## src/cega_pkg.sv

```systemverilog
`timescale 1ns / 1ps
// Shared constants, types and mask helper for the contiguous extent grow allocator.
// Used by cega_ctrl, cega_dp and contiguous_extent_grow_allocator_core.
package cega_pkg;

   localparam int DISK_BLOCKS = 32;
   localparam int PosWidth    = $clog2(DISK_BLOCKS + 1);
   localparam int SizeWidth   = ((PosWidth > 6) ? PosWidth : 6) + 1;
   localparam int FieldWidth  = 5;
   localparam int GrowWidth   = 6;
   localparam int StatusWidth = 3;
   localparam int OccWidth    = 32;

   typedef logic [DISK_BLOCKS-1:0] map_type;

   typedef enum logic [StatusWidth-1:0] {
      RSP_WRITTEN   = 3'd0,
      RSP_EXTENDED  = 3'd1,
      RSP_RELOCATED = 3'd2,
      RSP_FAILED    = 3'd3,
      RSP_INVALID   = 3'd4
   } status_type;

   typedef struct packed {
      logic load;
      logic decide;
      logic step;
      logic found;
      logic fail;
      logic publish;
   } cmd_type;

   typedef struct packed {
      logic direct;
      logic hit;
      logic in_range;
      logic out_free;
   } sts_type;

   function automatic map_type run_mask(input logic [SizeWidth-1:0] pos,
                                        input logic [SizeWidth-1:0] len);
      map_type ones;
      map_type m;
      ones = '1;
      if (len >= SizeWidth'(DISK_BLOCKS)) begin
         m = ones;
      end else begin
         m = ~(ones << len);
      end
      if (pos >= SizeWidth'(DISK_BLOCKS)) begin
         m = '0;
      end else begin
         m = m << pos;
      end
      return m;
   endfunction

endpackage

```

## src/cega_ctrl.sv

```systemverilog
`timescale 1ns / 1ps
// Controller state machine: sequences accept, decision, first-fit scan and result.
// Depends on cega_pkg for the command and status structs.
module cega_ctrl (
   input  logic              clock,
   input  logic              reset,
   input  logic              req_valid,
   output logic              req_stall,
   input  cega_pkg::sts_type sts,
   output cega_pkg::cmd_type cmd
);
   import cega_pkg::*;

   typedef enum logic [1:0] {
      S_IDLE,
      S_DECIDE,
      S_SEARCH,
      S_PUBLISH
   } state_type;

   state_type state_ff;
   state_type state_in;

   always_comb begin
      cmd      = '0;
      state_in = state_ff;
      unique case (state_ff)
         S_IDLE: begin
            if (req_valid) begin
               cmd.load = 1'b1;
               state_in = S_DECIDE;
            end
         end
         S_DECIDE: begin
            cmd.decide = 1'b1;
            state_in   = sts.direct ? S_PUBLISH : S_SEARCH;
         end
         S_SEARCH: begin
            priority if (sts.hit) begin
               cmd.found = 1'b1;
               state_in  = S_PUBLISH;
            end else if (!sts.in_range) begin
               cmd.fail = 1'b1;
               state_in = S_PUBLISH;
            end else begin
               cmd.step = 1'b1;
            end
         end
         S_PUBLISH: begin
            if (sts.out_free) begin
               cmd.publish = 1'b1;
               state_in    = S_IDLE;
            end
         end
         default: state_in = S_IDLE;
      endcase
   end

   assign req_stall = (state_ff != S_IDLE);

   always_ff @(posedge clock) begin
      if (reset) begin
         state_ff <= S_IDLE;
      end else begin
         state_ff <= state_in;
      end
   end

   a_load_only_idle: assert property (@(posedge clock) disable iff (reset)
      cmd.load |-> state_ff == S_IDLE)
      else $error("load outside idle");

   a_decide_follows_load: assert property (@(posedge clock) disable iff (reset)
      cmd.load |=> cmd.decide)
      else $error("decision did not follow transfer");

   a_one_finish: assert property (@(posedge clock) disable iff (reset)
      $onehot0({cmd.found, cmd.fail, cmd.step, cmd.publish, cmd.decide, cmd.load}))
      else $error("conflicting commands");

endmodule

```

## src/cega_dp.sv

```systemverilog
`timescale 1ns / 1ps
// Datapath: occupancy bitmap, request registers, sliding search window and result register.
// Depends on cega_pkg for widths, status codes, structs and run_mask.
module cega_dp (
   input  logic                                  clock,
   input  logic                                  reset,
   input  cega_pkg::cmd_type                     cmd,
   output cega_pkg::sts_type                     sts,
   input  logic                                  req_action,
   input  logic [cega_pkg::FieldWidth-1:0]       req_block_index,
   input  logic                                  req_block_value,
   input  logic [cega_pkg::FieldWidth-1:0]       req_file_start,
   input  logic [cega_pkg::FieldWidth-1:0]       req_file_end,
   input  logic [cega_pkg::GrowWidth-1:0]        req_grow_amount,
   output logic                                  rsp_valid,
   input  logic                                  rsp_stall,
   output logic [cega_pkg::StatusWidth-1:0]      rsp_status,
   output logic [cega_pkg::FieldWidth-1:0]       rsp_new_start,
   output logic [cega_pkg::FieldWidth-1:0]       rsp_new_end,
   output logic [cega_pkg::OccWidth-1:0]         rsp_occupancy
);
   import cega_pkg::*;

   localparam logic [SizeWidth-1:0] DiskSize = SizeWidth'(DISK_BLOCKS);
   localparam logic [SizeWidth-1:0] SizeOne  = SizeWidth'(1);

   logic                   action_ff;
   logic [FieldWidth-1:0]  bidx_ff;
   logic                   bval_ff;
   logic [FieldWidth-1:0]  fs_ff;
   logic [FieldWidth-1:0]  fe_ff;
   logic [GrowWidth-1:0]   grow_ff;

   map_type                map_ff;
   map_type                file_bits_ff;
   map_type                window_ff;
   logic [PosWidth-1:0]    pos_ff;
   logic [SizeWidth-1:0]   nsz_ff;

   status_type             res_status_ff;
   logic [FieldWidth-1:0]  res_start_ff;
   logic [FieldWidth-1:0]  res_end_ff;

   logic                   rsp_valid_ff;
   logic [StatusWidth-1:0] rsp_status_ff;
   logic [FieldWidth-1:0]  rsp_start_ff;
   logic [FieldWidth-1:0]  rsp_end_ff;
   logic [OccWidth-1:0]    rsp_occ_ff;

   logic [SizeWidth-1:0]   fs_w;
   logic [SizeWidth-1:0]   fe_w;
   logic [SizeWidth-1:0]   grow_w;
   logic [SizeWidth-1:0]   pos_w;
   logic [SizeWidth-1:0]   ext_pos;
   logic [SizeWidth-1:0]   cur;
   logic [SizeWidth-1:0]   nsz;
   map_type                ext_mask;
   map_type                file_mask;
   map_type                wr_mask;
   logic                   invalid;
   logic                   inplace;
   logic                   in_range;

   always_comb begin
      fs_w      = SizeWidth'(fs_ff);
      fe_w      = SizeWidth'(fe_ff);
      grow_w    = SizeWidth'(grow_ff);
      pos_w     = SizeWidth'(pos_ff);
      invalid   = (fs_w > fe_w) || (fe_w >= DiskSize);
      ext_pos   = fe_w + SizeOne;
      ext_mask  = run_mask(ext_pos, grow_w);
      inplace   = ((ext_pos + grow_w) <= DiskSize) && ((map_ff & ext_mask) == '0);
      cur       = fe_w - fs_w + SizeOne;
      nsz       = cur + grow_w;
      file_mask = run_mask(fs_w, cur);
      wr_mask   = run_mask(SizeWidth'(bidx_ff), SizeOne);
      in_range  = (pos_w + nsz_ff) <= DiskSize;
   end

   assign sts.direct   = !action_ff || invalid || inplace;
   assign sts.in_range = in_range;
   assign sts.hit      = in_range && ((map_ff & window_ff) == '0);
   assign sts.out_free = !rsp_valid_ff || !rsp_stall;

   always_ff @(posedge clock) begin
      if (cmd.load) begin
         action_ff <= req_action;
         bidx_ff   <= req_block_index;
         bval_ff   <= req_block_value;
         fs_ff     <= req_file_start;
         fe_ff     <= req_file_end;
         grow_ff   <= req_grow_amount;
      end
      if (cmd.decide) begin
         priority if (!action_ff) begin
            res_status_ff <= RSP_WRITTEN;
            res_start_ff  <= '0;
            res_end_ff    <= '0;
         end else if (invalid) begin
            res_status_ff <= RSP_INVALID;
            res_start_ff  <= fs_ff;
            res_end_ff    <= fe_ff;
         end else if (inplace) begin
            res_status_ff <= RSP_EXTENDED;
            res_start_ff  <= fs_ff;
            res_end_ff    <= FieldWidth'(fe_w + grow_w);
         end else begin
            file_bits_ff <= file_mask;
            nsz_ff       <= nsz;
            pos_ff       <= '0;
            window_ff    <= run_mask('0, nsz);
         end
      end
      if (cmd.step) begin
         pos_ff    <= pos_ff + PosWidth'(1);
         window_ff <= window_ff << 1;
      end
      if (cmd.found) begin
         res_status_ff <= RSP_RELOCATED;
         res_start_ff  <= FieldWidth'(pos_ff);
         res_end_ff    <= FieldWidth'(pos_w + nsz_ff - SizeOne);
      end
      if (cmd.fail) begin
         res_status_ff <= RSP_FAILED;
         res_start_ff  <= fs_ff;
         res_end_ff    <= fe_ff;
      end
      if (cmd.publish) begin
         rsp_status_ff <= res_status_ff;
         rsp_start_ff  <= res_start_ff;
         rsp_end_ff    <= res_end_ff;
         rsp_occ_ff    <= OccWidth'(map_ff);
      end
   end

   always_ff @(posedge clock) begin
      if (reset) begin
         map_ff       <= '0;
         rsp_valid_ff <= 1'b0;
      end else begin
         if (cmd.decide) begin
            priority if (!action_ff) begin
               map_ff <= bval_ff ? (map_ff | wr_mask) : (map_ff & ~wr_mask);
            end else if (invalid) begin
               map_ff <= map_ff;
            end else if (inplace) begin
               map_ff <= map_ff | ext_mask;
            end else begin
               map_ff <= map_ff & ~file_mask;
            end
         end else if (cmd.found) begin
            map_ff <= map_ff | window_ff;
         end else if (cmd.fail) begin
            map_ff <= map_ff | file_bits_ff;
         end
         if (cmd.publish) begin
            rsp_valid_ff <= 1'b1;
         end else if (!rsp_stall) begin
            rsp_valid_ff <= 1'b0;
         end
      end
   end

   assign rsp_valid     = rsp_valid_ff;
   assign rsp_status    = rsp_status_ff;
   assign rsp_new_start = rsp_start_ff;
   assign rsp_new_end   = rsp_end_ff;
   assign rsp_occupancy = rsp_occ_ff;

   a_found_claims_run: assert property (@(posedge clock) disable iff (reset)
      cmd.found |=> (map_ff & $past(window_ff)) == $past(window_ff))
      else $error("relocated run not marked used");

   a_invalid_keeps_map: assert property (@(posedge clock) disable iff (reset)
      (cmd.decide && action_ff && invalid) |=> map_ff == $past(map_ff))
      else $error("invalid request changed the bitmap");

   a_fail_restores_file: assert property (@(posedge clock) disable iff (reset)
      cmd.fail |=> (map_ff & $past(file_bits_ff)) == $past(file_bits_ff))
      else $error("failed request did not restore file blocks");

   a_status_legal: assert property (@(posedge clock) disable iff (reset)
      rsp_valid_ff |-> rsp_status_ff <= StatusWidth'(RSP_INVALID))
      else $error("undefined status code");

endmodule

```

## src/contiguous_extent_grow_allocator_core.sv

```systemverilog
`timescale 1ns / 1ps
// Top level of the contiguous extent grow allocator: controller plus datapath.
// Depends on cega_pkg, cega_ctrl and cega_dp.
//
// One item is handled at a time and gives exactly one result. A block write, an
// invalid request or an in-place extension goes from transfer through the decision
// state to publishing; a request that needs relocation first runs the first-fit
// scan, which stops at the first free window or past the disk end. The scan slides
// one window position per cycle over the bitmap register. A finished result sits in
// an output register, so the next request can be taken while it waits to be drained.
module contiguous_extent_grow_allocator_core (
   input  logic                                  clock,
   input  logic                                  reset,
   input  logic                                  req_valid,
   output logic                                  req_stall,
   input  logic                                  req_action,
   input  logic [cega_pkg::FieldWidth-1:0]       req_block_index,
   input  logic                                  req_block_value,
   input  logic [cega_pkg::FieldWidth-1:0]       req_file_start,
   input  logic [cega_pkg::FieldWidth-1:0]       req_file_end,
   input  logic [cega_pkg::GrowWidth-1:0]        req_grow_amount,
   output logic                                  rsp_valid,
   input  logic                                  rsp_stall,
   output logic [cega_pkg::StatusWidth-1:0]      rsp_status,
   output logic [cega_pkg::FieldWidth-1:0]       rsp_new_start,
   output logic [cega_pkg::FieldWidth-1:0]       rsp_new_end,
   output logic [cega_pkg::OccWidth-1:0]         rsp_occupancy
);
   import cega_pkg::*;

   cmd_type cmd;
   sts_type sts;

   cega_ctrl u_ctrl (
      .clock     (clock),
      .reset     (reset),
      .req_valid (req_valid),
      .req_stall (req_stall),
      .sts       (sts),
      .cmd       (cmd)
   );

   cega_dp u_dp (
      .clock           (clock),
      .reset           (reset),
      .cmd             (cmd),
      .sts             (sts),
      .req_action      (req_action),
      .req_block_index (req_block_index),
      .req_block_value (req_block_value),
      .req_file_start  (req_file_start),
      .req_file_end    (req_file_end),
      .req_grow_amount (req_grow_amount),
      .rsp_valid       (rsp_valid),
      .rsp_stall       (rsp_stall),
      .rsp_status      (rsp_status),
      .rsp_new_start   (rsp_new_start),
      .rsp_new_end     (rsp_new_end),
      .rsp_occupancy   (rsp_occupancy)
   );

endmodule

```

## config.mk

```make
export PLATFORM = sky130hd
export DESIGN_NAME = contiguous_extent_grow_allocator_core
export DESIGN_NICKNAME = d
export VERILOG_FILES = /design/src/cega_pkg.sv /design/src/cega_ctrl.sv /design/src/cega_dp.sv /design/src/contiguous_extent_grow_allocator_core.sv
export SDC_FILE = /design/constraint.sdc
export NUM_CORES = 1
export LEC_CHECK = 0
export BUFFER_PORTS_ARGS = -buffer_cell sky130_fd_sc_hd__buf_2
export CAP_MARGIN = 10
export CELL_PAD_IN_SITES_DETAIL_PLACEMENT = 1
export CELL_PAD_IN_SITES_GLOBAL_PLACEMENT = 1
export CORE_ASPECT_RATIO = 1.4
export CORE_MARGIN = 2
export CORE_UTILIZATION = 45
export DETAILED_ROUTE_END_ITERATION = 8
export PLACE_DENSITY = 0.86
export REMOVE_ABC_BUFFERS = 1
export SETUP_SLACK_MARGIN = 0.15
export SLEW_MARGIN = 20
export SYNTH_ARGS = -nofsm -noshare
export SYNTH_HDL_FRONTEND = slang
export SYNTH_HIERARCHICAL = 1
export SYNTH_SLANG_ARGS = --single-unit
```

## constraint.sdc

```tcl
create_clock -name clock -period 15.85 [get_ports clock]
set_clock_uncertainty 0.15 [all_clocks]
set_input_delay 3.17 -clock clock [delete_from_list [all_inputs] [get_ports clock]]
set_output_delay 3.17 -clock clock [all_outputs]
set_load 0.03 [all_outputs]
```

==> results.py <==
metrics = {
    "worst_setup_path": {
        "crit_slowest_cell": "ha_1",
        "cp-start-kind": "flip-flop",
        "crit_path_max_fanout": 42,
        "path_class": "flip-flop to flip-flop",
        "crit_required_ps": 15880,
        "reg2reg_slack_ps": 8900,
        "cp-end-kind": "flip-flop",
        "reg2reg_depth": 20,
        "crit_path_max_incr_delay_ps": 650,
        "crit_chain": "buf_4 -> inv_1 -> ha_1 -> nor2b_1 -> o22a_1 -> xor2_1 -> or3_1 -> and2_1 -> buf_4 -> clkinv_1 -> ha_1 -> inv_1 -> o21bai_1 -> a21oi_1 -> xnor2_1 -> inv_2 -> nor2_1 -> nand2_1 -> a211oi_1 -> o31ai_1",
        "critical_path.top_delay_family": "buffers and inverters",
        "worst-path-buf-inv": 6,
        "arrival_ps": 6980,
        "cp_num_cells": 20,
    },
    "place": {
        "place_inst": 2182,
        "place_congestion": 1.04,
        "place_hpwl_mm": 51.0,
        "pre_cts_ws_ps": 9120,
        "placed_area_mm2": 0.0157,
        "io_buffers": 73,
    },
    "cts": {
        "htreeDepth": 4,
        "clock_sinks": 193,
        "cts_buffer_depth": 2,
        "clockRootBuffer": "clkbuf_16",
        "cts_setup_buffers": 0,
        "cts-buffers-inserted": 17,
        "cts.reportedPaths.clkPinSlew_ps": 80,
        "clkLatencyLatePin_ps": 470,
        "cts_resized": 0,
        "hold_buffers": 0,
        "cts_tree": "done",
    },
    "timing": {
        "setup_viol": 0,
        "drv_slew": 0,
        "timing.hold.ws_ps": 272,
        "rsz0062_at_grt": "false",
        "clock.fmax_ghz": 0.144,
        "finalCriticalPeriod_ps": 6950,
        "finalHoldViolCount": 0,
        "fin_crit_sh_pct": 43.8,
        "worstMarginPinSlew_ps": 1220,
        "slew_headroom_pct": 18.5,
        "setup_tns_ps": 0,
        "worst_slack_ps": 8900,
    },
    "job": {
        "drv_cap": 0,
    },
    "finish": {
        "fin_util_pct": 49.3,
        "fillers": 3920,
        "syn_to_final_growth_pct": 8.46,
        "final_cell_count_no_fill": 2216,
        "nets": 1826,
        "stdcell_area_mm2": 0.0163,
        "layout-drive-gt1-share_pct": 12.0,
        "diodes": 0,
    },
    "logic_synthesis": {
        "syn_inst": 1770,
        "synth-seq-area-share_pct": 35.9,
        "synthArstFlopShare_pct": 0,
        "synth_commonest_cells": "nand2_1 (182), edfxtp_1 (154), nor2_1 (141)",
        "netlist_area_mm2": 0.0150,
        "synthTopCellsByArea": "edfxtp_1 (31%), dfxtp_1 (5.2%), nand2_1 (4.5%), a21oi_1 (4.3%), o21ai_0 (3.7%)",
        "synth_most_common_cell": "nand2_1",
        "syn_avg_cell_area_um2": 8.50,
        "synth-edff-count": 154,
        "yosysUniqueCellTypes": 100,
        "synth_top_area_share_pct": 30.7,
        "ys.flop_type": "edfxtp_1",
        "yosysWarnings": 6,
        "synth_top_cell_by_area": "edfxtp_1",
        "synth_seq_cells": 193,
    },
    "floorplanning": {
        "die_area_mm2": 0.0349,
        "boundaryPins": 74,
        "fp-row-count": 79,
        "die_h_um": 220,
        "core_area_mm2": 0.0331,
        "initial_utilization_pct": 45.4,
        "die_w_um": 159,
    },
    "drt": {
        "wirelength_mm": 69.1,
        "vias": 15900,
        "dr.pass1.iters": 6,
        "via_per_inst": 7.17,
        "m1WireLength_mm": 24.3,
        "route.met3.wl_mm": 5.20,
        "met2WireLength_mm": 32.6,
        "drtIter0Drc": 1694,
        "antenna_left": 0,
        "top_layer": "met5",
        "drc": 0,
        "wl_per_cell_um": 31.2,
    },
    "global_routing": {
        "grt-ovfl-total": 0,
        "grt_max_degree": 70,
        "gr-usage-all-layers_pct": 39.9,
        "antenna_found_initial": 1,
        "grt_pass1_wl_mm": 102,
        "grt_pass1_vias": 15900,
    },
    "pwr": {
        "powerDensity_mw_per_mm2": 248,
        "ir_drop_mv": 0.191,
        "power.total_mw": 4.05,
        "leakage_nw": 5.71,
    },
    "worst_hold_path": {
        "hp-class": "flip-flop to flip-flop",
        "holdPathStages": 0,
    },
    "outcome": {
        "status": "complete, no violations",
    },
}
layout by cell type, fill, tap and decap left out, drive strengths merged, types with 16 or more instances in the layout:
| cell | count |
|---|---|
| a2111oi | 18 |
| a211oi | 46 |
| a21o | 19 |
| a21oi | 128 |
| a221oi | 17 |
| a22oi | 23 |
| a31oi | 30 |
| and2 | 28 |
| and3 | 21 |
| buf | 112 |
| clkbuf | 18 |
| dfxtp | 39 |
| edfxtp | 154 |
| ha | 36 |
| inv | 56 |
| nand2 | 182 |
| nand2b | 18 |
| nand3 | 45 |
| nand4 | 24 |
| nor2 | 141 |
| nor2b | 39 |
| nor3 | 40 |
| nor4 | 16 |
| o211ai | 19 |
| o21ai | 114 |
| o22ai | 16 |
| o311ai | 19 |
| o31ai | 40 |
| or2 | 17 |
| xnor2 | 22 |
where the power goes:
part	switching (mW)	total [mW]	internal [mW]
combinational	1.89	2.65	0.767
sequential	0.191	0.941	0.751
clock	0.217	0.455	0.238
routing by layer:
metal | vias to the layer above | GRT usage (%)
li1 | 6849 | -
met5 | - | 0
met1 | 7809 | 43.8
met4 | 2 | 34.3
met2 | 892 | 64.9
met3 | 343 | 8.87
path summary, 6_finish.rpt:
kind,to,start
max,u_dp/window_ff[13],u_dp/fs_ff[2]
min,u_dp/rsp_new_end[1],u_dp/res_end_ff[1]
max reg2reg,u_dp/window_ff[13],u_dp/fs_ff[2]
min reg2reg,u_dp/rsp_new_end[1],u_dp/res_end_ff[1]
cell families (layout without fill, tap and decap cells):
logic type	Yosys count	in the layout	share of synthesized area [%]
XOR/XNOR	30	30	1.75
AND/OR/NAND/NOR	613	613	20.2
flip-flops	193	193	35.9
adder cells (fa/ha/maj)	43	43	3.79
multiplexers	24	24	1.75
buffers and inverters	197	198	5.21
AO/OA/AOI/OAI	670	670	31.4
cell type report:
| cell class | count | area (um^2) | share of cell area, % |
|---|---|---|---|
| Clock buffer | 17 | 425 | 2.61 |
| Clock inverter | 15 | 171 | 1.05 |
| Inverter | 53 | 199 | 1.22 |
| Multi-Input combinational cell | 1380 | 8900 | 54.5 |
| Sequential cell | 193 | 5410 | 33.1 |
| Tap cell | 445 | 557 | 3.41 |
| Timing Repair Buffer | 113 | 666 | 4.08 |
No activity file was read; power rests on OpenSTA's default activity.
